<file path="src/hw/rtl/ctxsym_pkg.sv">
`default_nettype none
// ----------------------------------------------------------------------------
// ctxsym_pkg
// Shared widths, register indexes and sizes for the context code to symbol
// splitter.
// ----------------------------------------------------------------------------
package ctxsym_pkg;

   localparam int CODE_WIDTH      = 32;
   localparam int MAX_CONTEXT_LEN = 8;

   localparam int RADIX_W   = 9;
   localparam int LEN_W     = 4;
   localparam int SYMBOL_W  = 8;
   localparam int POS_W     = 3;
   localparam int CSR_IDX_W = 2;
   localparam int BIT_CNT_W = $clog2(CODE_WIDTH);
   localparam int DIGITS_W  = MAX_CONTEXT_LEN * SYMBOL_W;

   localparam logic [RADIX_W-1:0] RADIX_MIN = RADIX_W'(2);
   localparam logic [RADIX_W-1:0] RADIX_MAX = RADIX_W'(256);
   localparam logic [LEN_W-1:0]   LEN_MIN   = LEN_W'(1);
   localparam logic [LEN_W-1:0]   LEN_MAX   = LEN_W'(MAX_CONTEXT_LEN);

   localparam logic [RADIX_W-1:0] RADIX_RESET = RADIX_W'(2);
   localparam logic [LEN_W-1:0]   LEN_RESET   = LEN_W'(1);

   typedef enum logic [CSR_IDX_W-1:0] {
      REG_RADIX   = 2'd0,
      REG_CTX_LEN = 2'd1
   } csr_reg_type;

endpackage : ctxsym_pkg
`default_nettype wire

</file>
<file path="src/hw/rtl/context_id_to_symbols.sv">
`default_nettype none
// ----------------------------------------------------------------------------
// context_id_to_symbols
// Splits one context code into context_length base-radix symbols, most
// significant first, using a bit-serial restoring divider.
//
// Usage:
//   req channel: one code per word (req_valid / req_stall / req_code).
//   rsp channel: one symbol per word, with its position, a last mark on
//     position zero and an overflow flag (code not below radix^length).
//   csr port: csr_write with csr_index 0 = radix, 1 = context_length; other
//     indexes dropped; written by the user only while idle; the block never checks.
// Timing:
//   the code is divided by radix length-1 times, one quotient bit per cycle;
//   each division is 32 shift steps plus one to store the remainder. The
//   first symbol is shown once the divisions and the ST_TOP step are done,
//   then one symbol per cycle while rsp_stall is low.
//   One code is in flight at a time; req_stall stays high until its last
//   symbol is taken. A stalled rsp word holds its value.
// Reset: radix 2, context_length 1, no word in flight.
// ----------------------------------------------------------------------------
module context_id_to_symbols (
   input  wire logic                                   clock,
   input  wire logic                                   reset,
   input  wire logic                                   req_valid,
   output      logic                                   req_stall,
   input  wire logic [ctxsym_pkg::CODE_WIDTH-1:0]      req_code,
   output      logic                                   rsp_valid,
   input  wire logic                                   rsp_stall,
   output      logic [ctxsym_pkg::SYMBOL_W-1:0]        rsp_symbol,
   output      logic [ctxsym_pkg::POS_W-1:0]           rsp_position,
   output      logic                                   rsp_last,
   output      logic                                   rsp_overflow,
   input  wire logic                                   csr_write,
   input  wire logic [ctxsym_pkg::CSR_IDX_W-1:0]       csr_index,
   input  wire logic [ctxsym_pkg::RADIX_W-1:0]         csr_wdata
);
   import ctxsym_pkg::*;

   typedef enum logic [2:0] {
      ST_IDLE,
      ST_DIVIDE,
      ST_PUSH,
      ST_TOP,
      ST_EMIT
   } state_type;

   state_type               state_ff, state_in;
   logic [RADIX_W-1:0]      radix_ff, radix_in;
   logic [LEN_W-1:0]        ctx_len_ff, ctx_len_in;
   logic [CODE_WIDTH-1:0]   quot_ff, quot_in;
   logic [SYMBOL_W-1:0]     rem_ff, rem_in;
   logic [BIT_CNT_W-1:0]    bit_cnt_ff, bit_cnt_in;
   logic [POS_W-1:0]        divs_left_ff, divs_left_in;
   logic [POS_W-1:0]        pos_ff, pos_in;
   logic [DIGITS_W-1:0]     digits_ff, digits_in;
   logic                    ovf_ff, ovf_in;

   logic [RADIX_W-1:0]      radix_c;
   logic [LEN_W-1:0]        len_c;
   logic [POS_W-1:0]        top_pos;
   logic [SYMBOL_W:0]       part;
   logic                    part_ge;
   logic                    req_take;
   logic                    rsp_take;

   // clamp the registers into their legal ranges
   always_comb begin
      if (radix_ff < RADIX_MIN) begin
         radix_c = RADIX_MIN;
      end else if (radix_ff > RADIX_MAX) begin
         radix_c = RADIX_MAX;
      end else begin
         radix_c = radix_ff;
      end
      if (ctx_len_ff < LEN_MIN) begin
         len_c = LEN_MIN;
      end else if (ctx_len_ff > LEN_MAX) begin
         len_c = LEN_MAX;
      end else begin
         len_c = ctx_len_ff;
      end
   end

   assign top_pos  = POS_W'(len_c - LEN_MIN);
   assign req_take = req_valid && !req_stall;
   assign rsp_take = rsp_valid && !rsp_stall;

   // one restoring division step: partial remainder is at most 9 bits
   assign part    = {rem_ff, quot_ff[CODE_WIDTH-1]};
   assign part_ge = part >= radix_c;

   always_comb begin
      state_in     = state_ff;
      radix_in     = radix_ff;
      ctx_len_in   = ctx_len_ff;
      quot_in      = quot_ff;
      rem_in       = rem_ff;
      bit_cnt_in   = bit_cnt_ff;
      divs_left_in = divs_left_ff;
      pos_in       = pos_ff;
      digits_in    = digits_ff;
      ovf_in       = ovf_ff;

      if (csr_write) begin
         case (csr_index)
            REG_RADIX:   radix_in   = csr_wdata;
            REG_CTX_LEN: ctx_len_in = csr_wdata[LEN_W-1:0];
            default:     ;
         endcase
      end

      case (state_ff)
         ST_IDLE: begin
            if (req_take) begin
               quot_in      = req_code;
               rem_in       = '0;
               bit_cnt_in   = '0;
               divs_left_in = top_pos;
               state_in     = (top_pos == '0) ? ST_TOP : ST_DIVIDE;
            end
         end
         ST_DIVIDE: begin
            rem_in     = part_ge ? SYMBOL_W'(part - radix_c) : part[SYMBOL_W-1:0];
            quot_in    = {quot_ff[CODE_WIDTH-2:0], part_ge};
            bit_cnt_in = bit_cnt_ff + BIT_CNT_W'(1);
            if (bit_cnt_ff == BIT_CNT_W'(CODE_WIDTH - 1)) begin
               state_in = ST_PUSH;
            end
         end
         ST_PUSH: begin
            // remainder is the next digit up from the low end
            digits_in    = {digits_ff[DIGITS_W-SYMBOL_W-1:0], rem_ff};
            rem_in       = '0;
            bit_cnt_in   = '0;
            divs_left_in = divs_left_ff - POS_W'(1);
            state_in     = (divs_left_ff == POS_W'(1)) ? ST_TOP : ST_DIVIDE;
         end
         ST_TOP: begin
            // top digit keeps the low byte of what is left
            digits_in = {digits_ff[DIGITS_W-SYMBOL_W-1:0], quot_ff[SYMBOL_W-1:0]};
            ovf_in    = quot_ff >= CODE_WIDTH'(radix_c);
            pos_in    = top_pos;
            state_in  = ST_EMIT;
         end
         ST_EMIT: begin
            if (rsp_take) begin
               digits_in = {{SYMBOL_W{1'b0}}, digits_ff[DIGITS_W-1:SYMBOL_W]};
               pos_in    = pos_ff - POS_W'(1);
               if (pos_ff == '0) begin
                  state_in = ST_IDLE;
               end
            end
         end
         default: state_in = ST_IDLE;
      endcase
   end

   always_ff @(posedge clock) begin
      if (reset) begin
         state_ff   <= ST_IDLE;
         radix_ff   <= RADIX_RESET;
         ctx_len_ff <= LEN_RESET;
      end else begin
         state_ff   <= state_in;
         radix_ff   <= radix_in;
         ctx_len_ff <= ctx_len_in;
      end
      quot_ff      <= quot_in;
      rem_ff       <= rem_in;
      bit_cnt_ff   <= bit_cnt_in;
      divs_left_ff <= divs_left_in;
      pos_ff       <= pos_in;
      digits_ff    <= digits_in;
      ovf_ff       <= ovf_in;
   end

   assign req_stall    = (state_ff != ST_IDLE);
   assign rsp_valid    = (state_ff == ST_EMIT);
   assign rsp_symbol   = digits_ff[SYMBOL_W-1:0];
   assign rsp_position = pos_ff;
   assign rsp_last     = (pos_ff == '0);
   assign rsp_overflow = ovf_ff;

   // positions count down by one within a run
   assert property (@(posedge clock) disable iff (reset)
      (rsp_take && !rsp_last) |=>
         (rsp_valid && rsp_position == $past(rsp_position) - POS_W'(1)))
      else $error("symbol position did not step down");

   // overflow flag is the same on every word of one code
   assert property (@(posedge clock) disable iff (reset)
      (rsp_take && !rsp_last) |=> (rsp_overflow == $past(rsp_overflow)))
      else $error("overflow flag changed within a run");

   // no new code is taken while symbols are still pending
   assert property (@(posedge clock) disable iff (reset)
      rsp_valid |-> req_stall)
      else $error("input open while output pending");

   // a taken code is never shown as a result in the cycle after it is taken
   assert property (@(posedge clock) disable iff (reset)
      req_take |=> !rsp_valid)
      else $error("result shown in the cycle after accept");

   // the partial remainder stays below the radix
   assert property (@(posedge clock) disable iff (reset)
      (state_ff == ST_DIVIDE) |-> ({1'b0, rem_ff} < radix_c))
      else $error("division remainder out of range");

endmodule : context_id_to_symbols
`default_nettype wire

</file>
<file path="config.mk">
export PLATFORM = sky130hd
export DESIGN_NAME = context_id_to_symbols
export DESIGN_NICKNAME = d
export VERILOG_FILES = /design/src/hw/rtl/ctxsym_pkg.sv /design/src/hw/rtl/context_id_to_symbols.sv
export SDC_FILE = /design/constraint.sdc
export NUM_CORES = 1
export LEC_CHECK = 0
export BUFFER_PORTS_ARGS = -buffer_cell sky130_fd_sc_hd__buf_2
export CORE_MARGIN = 2
export CORE_UTILIZATION = 55
export CTS_CLUSTER_DIAMETER = 60
export DETAILED_ROUTE_END_ITERATION = 10
export GPL_TIMING_DRIVEN = 0
export PLACE_DENSITY = 0.75
export SLEW_MARGIN = 15
export SYNTH_ARGS = -nofsm -noshare
export SYNTH_HDL_FRONTEND = slang
export SYNTH_SLANG_ARGS = --single-unit
</file>
<file path="constraint.sdc">
create_clock -name clock -period 14.8 [get_ports clock]
set_clock_uncertainty 0.05 [all_clocks]
set_input_delay 2.96 -clock clock [delete_from_list [all_inputs] [get_ports clock]]
set_output_delay 2.96 -clock clock [all_outputs]
set_load 0.02 [all_outputs]
</file>
Word level (Yosys, flattened, before mapping). Cells that the tools add are included.

Input port bits: 48. Register bits: 132. Memories kept: 0. Latch bits: 0. Output and inout port bits: 15. Memory bits (read-only): 0. Word-level logic and storage cells: 78. Bits in writable memories: 0.

Multipliers: 0. Mux-type cells: 24. Magnitude comparators: 6. Reduce and logical (&&, ||, !) cells: 22. Add/subtract/negate cells: 5. Equal/unequal tests: 11. Shifts and indexed selects: 0. Div/mod/pow operators: 0. Bitwise gates (word level): 0.

Operator list (count): $pmux W64 S3 (1); $mux W64 (1); $pmux W32 S2 (1); $ge A32 B9 Y1 (1); $mux W32 (1); $mux W3 (8); $pmux W8 S3 (1); $mux W9 (2); $mux W8 (2); $pmux W3 S5 (1); $pmux W5 S3 (1); $reduce_and A2 Y1 (7); $pmux W3 S2 (2); $ge A9 B9 Y1 (1); $gt A9 B9 Y1 const B (1); $logic_not A3 Y1 (3); $lt A9 B2 Y1 const B (1); $reduce_bool A3 Y1 (3); $sub A3 B1 Y3 const B (3); $sub A8 B8 Y8 (1); $eq A3 B1 Y1 const B (2); $eq A3 B2 Y1 const B (2); $reduce_bool A2 Y1 (3); $add A5 B1 Y5 const B (1); 13 further kinds (18).

Depth between registers and ports, before layout.
Word-level depth: 8. Gate-level depth with buffers: 11. Depth with buffers taken out: 11.

Worst setup path before layout. OpenSTA, ideal clock, no wires.

Kind: input to register. Start point: input port rsp_stall. End point: register digits_ff[0] (enable). Arrival time: 7.476 ns. Path buffers: 0. Stages: 1. Path slack: 6.700 ns. Cells stage by stage: o21ai_0.

Longest elaborated chain between the ends: 4.

RTL lines: start, declared (line context_id_to_symbols.sv:29) `input wire logic rsp_stall,`; $logic_not A1 Y1 (line context_id_to_symbols.sv:87) `assign rsp_take = rsp_valid && !rsp_stall;`; $logic_and A1 B1 Y1 (line context_id_to_symbols.sv:87); $ne A2 B1 Y1 (no source line); $reduce_and A2 Y1 (no source line); end signal, assigned (line context_id_to_symbols.sv:174) `digits_ff <= digits_in;`; end, declared (line context_id_to_symbols.sv:56) `logic [DIGITS_W-1:0] digits_ff, digits_in;`.

No other way between the ends. A chain may end at the register's enable or synchronous reset.

Final worst setup path.
Start point: register state_ff[1]. End point: output port rsp_valid.

Longest elaborated chain between the ends: 1.

RTL lines: start, declared (line context_id_to_symbols.sv:48) `state_type state_ff, state_in;`; start signal, assigned (line context_id_to_symbols.sv:165) `state_ff <= state_in;`; $eq A3 B3 Y1 (line context_id_to_symbols.sv:179) `assign rsp_valid = (state_ff == ST_EMIT);`; end, declared (line context_id_to_symbols.sv:28) `output logic rsp_valid,`.

No other way between the ends.

==> reports/metrics.csv <==
stage,metric,value,unit
power,Comb pwr share,29.1,%
flow_run,max_cap viols,0,
logic_synthesis,Post-Synthesis Cells,679,
setup_path,Max Fanout on Critical Path,10,
power,P_int,1.01,mW
logic_synthesis,"Top FF cell, synth",edfxtp_1,
clock_network,CTS resizes,0,
timing,RSZ-0062 raised after global routing,no,
layout,final design utilization,66.1,%
setup_path,Worst path slowest cell,dfxtp_1,
die,Die W,114,µm
layout,# fillers,938,
place,"Cell Area, Placed",7250,µm²
min_path,Worst Hold Class,flop to flop,
die,area of the die,13000,µm²
die,# IOs,63,
logic_synthesis,mean post-synth cell area,9.84,µm²
power,Psw,479,µW
clock_network,Root Buffer,clkbuf_16,
logic_synthesis,Synth Warn #,0,
die,Initial Utilization,56.1,%
route,ANT nets after route,0,
setup_path,FF-to-FF path depth,11,
route,Vias/cell,5.55,
die,Core Rows,40,
logic_synthesis,"Cell Area, Synth",6680,µm²
route,final WL,14500,µm
die,Core ar.,11900,µm²
logic_synthesis,ys async rst share,0,%
clock_network,worst skew pair latency,0.41,ns
layout,n_diodes,0,
clock_network,Post-CTS Setup Bufs,0,
layout,"commonest non-fill, non-tap cell in the layout",nand2_1,
clock_network,maximum buffer depth of the clock tree,2,
clock_network,clock sink total,132,
timing,final hold vios,0,
clock_network,CTS tree,yes,
clock_network,H-tree depth,4,
timing,Rel. slew slack,48.4,%
power,power share of the sequential group,41.1,%
layout,register area,3800,µm²
setup_path,CP Data Arrival Time,1.89,ns
layout,area occupied by multi-input gates,2630,µm²
timing,setup TNS,0,ns
layout,layout cells sized above 1,16.9,%
setup_path,worst-path cell chain,nor2_1 -> nand2_1 -> inv_2 -> buf_2 -> buf_2,
logic_synthesis,synthesized net count,754,
logic_synthesis,"Seq/Total Area, Yosys",56.9,%
power,Sw Share,32.2,%
setup_path,CP most frequent cell,buf_2,
logic_synthesis,synth unique cells,59,
timing,Slew Limit Fails,0,
die,Die H,114,µm
timing,Final Critical Period,4.90,ns
setup_path,Startpoint Class,flop,
global_route,largest net degree at the start of global routing,33,
global_route,first-pass GRT wire length,23900,µm
place,dpl hpwl,10500,µm
min_path,Worst Hold Depth,1,
timing,worst slew pin tran,0.772,ns
setup_path,Setup crit end kind,output pin,
layout,nets,838,
timing,hold slack,0.428,ns
logic_synthesis,Post-synth EDFFs,116,
route,1st-iter DRT viols,465,
route,via count,5121,
layout,layout overhead on the synthesized area,17.8,%
power,Lkg Pwr,3.39,nW
timing,part of the cycle the worst path needs,33.1,%
power,maximum vdd drop,0.000125,V
place,PortBufs,62,
clock_network,clock slew at the register clock pins of the worst setup and hold paths,0.05,ns
setup_path,"slowest stage delay, CP",0.38,ns
clock_network,CTS Buf Count,17,
global_route,initial antenna violation count,0,
place,GP Congestion,0.888,
layout,final instance area,7870,µm²
layout,"commonest cells after routing, fill and taps aside","260 x nand2_1, 116 x edfxtp_1, 74 x buf_2",
status,status,completed,
route,1st-pass router iterations,5,
global_route,vias in the first global route,5027,
global_route,"Remaining Overflow, GRT",0,
clock_network,hold buffer count at CTS,0,
route,WL/cell,15.7,µm
timing,FMAX,0.204,GHz
setup_path,Worst EP required,11.79,ns
power,Clk network pwr share,29.8,%
route,drt drc,0,
setup_path,"Worst Path Class, Setup",flop to output pin,
timing,Setup-failing EPs final,0,
power,power density cells,189,nW/µm²
logic_synthesis,Seq cells post-synth,132,
global_route,GRT Total Usage,23.7,%
## final timing paths
path,from,endpoint,slack (ns)
setup / recovery,state_ff[1]$_SDFFE_PP0P_,rsp_valid,9.90
hold / removal,ctx_len_ff[0]$_SDFFE_PP1P_,ctx_len_ff[0]$_SDFFE_PP1P_,0.43
setup reg to reg,radix_ff[7]$_SDFFE_PP0P_,rem_ff[6]$_SDFFCE_PN0P_,11.81
hold reg to reg,ctx_len_ff[0]$_SDFFE_PP1P_,ctx_len_ff[0]$_SDFFE_PP1P_,0.43
## flip-flops by register name (all words and copies together) (netlist names)
signal / count
bit_cnt_ff: 5
rsp_position: 3
divs_left_ff: 3
quot_ff: 32
radix_ff: 9
rsp_overflow: 1
digits_ff: 64
state_ff: 3
rem_ff: 8
ctx_len_ff: 4
## through the flow
stage	cells	total power, mW	setup slack (ns)
6_report	923	1.49	9.90
3_3_place_gp	888	1.02	5.08
2_1_floorplan	679	0.921	6.70
4_1_cts	923	1.49	9.89
5_1_grt	923	1.57	9.71
3_5_place_dp	891	1.04	10.35
## Yosys cell counts (all sizes together) (2+ instances only)
cell | instances | area, µm²
o22ai | 9 | 56.3
a211oi | 5 | 47.5
ha | 26 | 325
o211ai | 3 | 22.5
nor2 | 38 | 150
nand4 | 3 | 18.8
o21a | 2 | 16.3
nor3 | 4 | 20.0
clkbuf | 16 | 70.1
and3 | 6 | 38.8
edfxtp | 116 | 3480
a21o | 5 | 37.5
nor2b | 3 | 18.8
nand3b | 3 | 22.5
mux2i | 12 | 120
inv | 15 | 56.3
nand2 | 263 | 992
dfxtp | 16 | 320
buf | 22 | 139
a21boi | 2 | 15.0
xor2 | 2 | 17.5
nor3b | 2 | 15.0
a31oi | 2 | 27.5
nand3 | 8 | 40.0
xnor2 | 4 | 35.0
a21oi | 31 | 170
nor4 | 6 | 37.5
nand2b | 6 | 37.5
a211o | 2 | 17.5
or3 | 2 | 12.5
o21ai | 24 | 131
and2 | 9 | 56.3
## metal layers
layer	track usage, %	part of all wire [%]
met5	0	0
met4	8.29	1.7
met3	6.35	5.1
met2	40.0	50
met1	29.6	43
## kinds of logic after synthesis
group | count (synthesis) | share of synthesized area [%]
AOI/OAI and AO/OA | 89 | 8.73
DFF | 132 | 56.9
and+or+nand+nor | 359 | 22.6
xor gates and xnor gates | 6 | 0.786
muxes | 12 | 1.80
adders and majority gates | 27 | 5.17
buffers and inverters | 54 | 4.03
## final cells by class
class / instances / share of cell area [%]
inverters: 16 / 0.763
plain buffers: 38 / 2.65
repair buffers: 65 / 4.64
flip-flops and latches: 132 / 48.3
clock buffers: 19 / 5.50
multi-input cells: 493 / 33.4
clock inverters: 13 / 2.38
well taps: 147 / 2.34
## power by group through the flow
stage | registers, mW | logic [mW] | clock network (mW)
finish | 0.612 | 0.433 | 0.443
global route | 0.622 | 0.483 | 0.464
CTS | 0.609 | 0.431 | 0.448
detailed placement | 0.616 | 0.427 | 0
global placement | 0.624 | 0.396 | 0
floorplan | 0.599 | 0.322 | 0
## critical path: cells and delay by family (launching register included)
kind	cells	cell delay [ns]
buffers and inverters	3	0.62
DFF	1	0.38
and+or+nand+nor	2	0.47
Note: power is estimated with default switching activity, not from simulation.
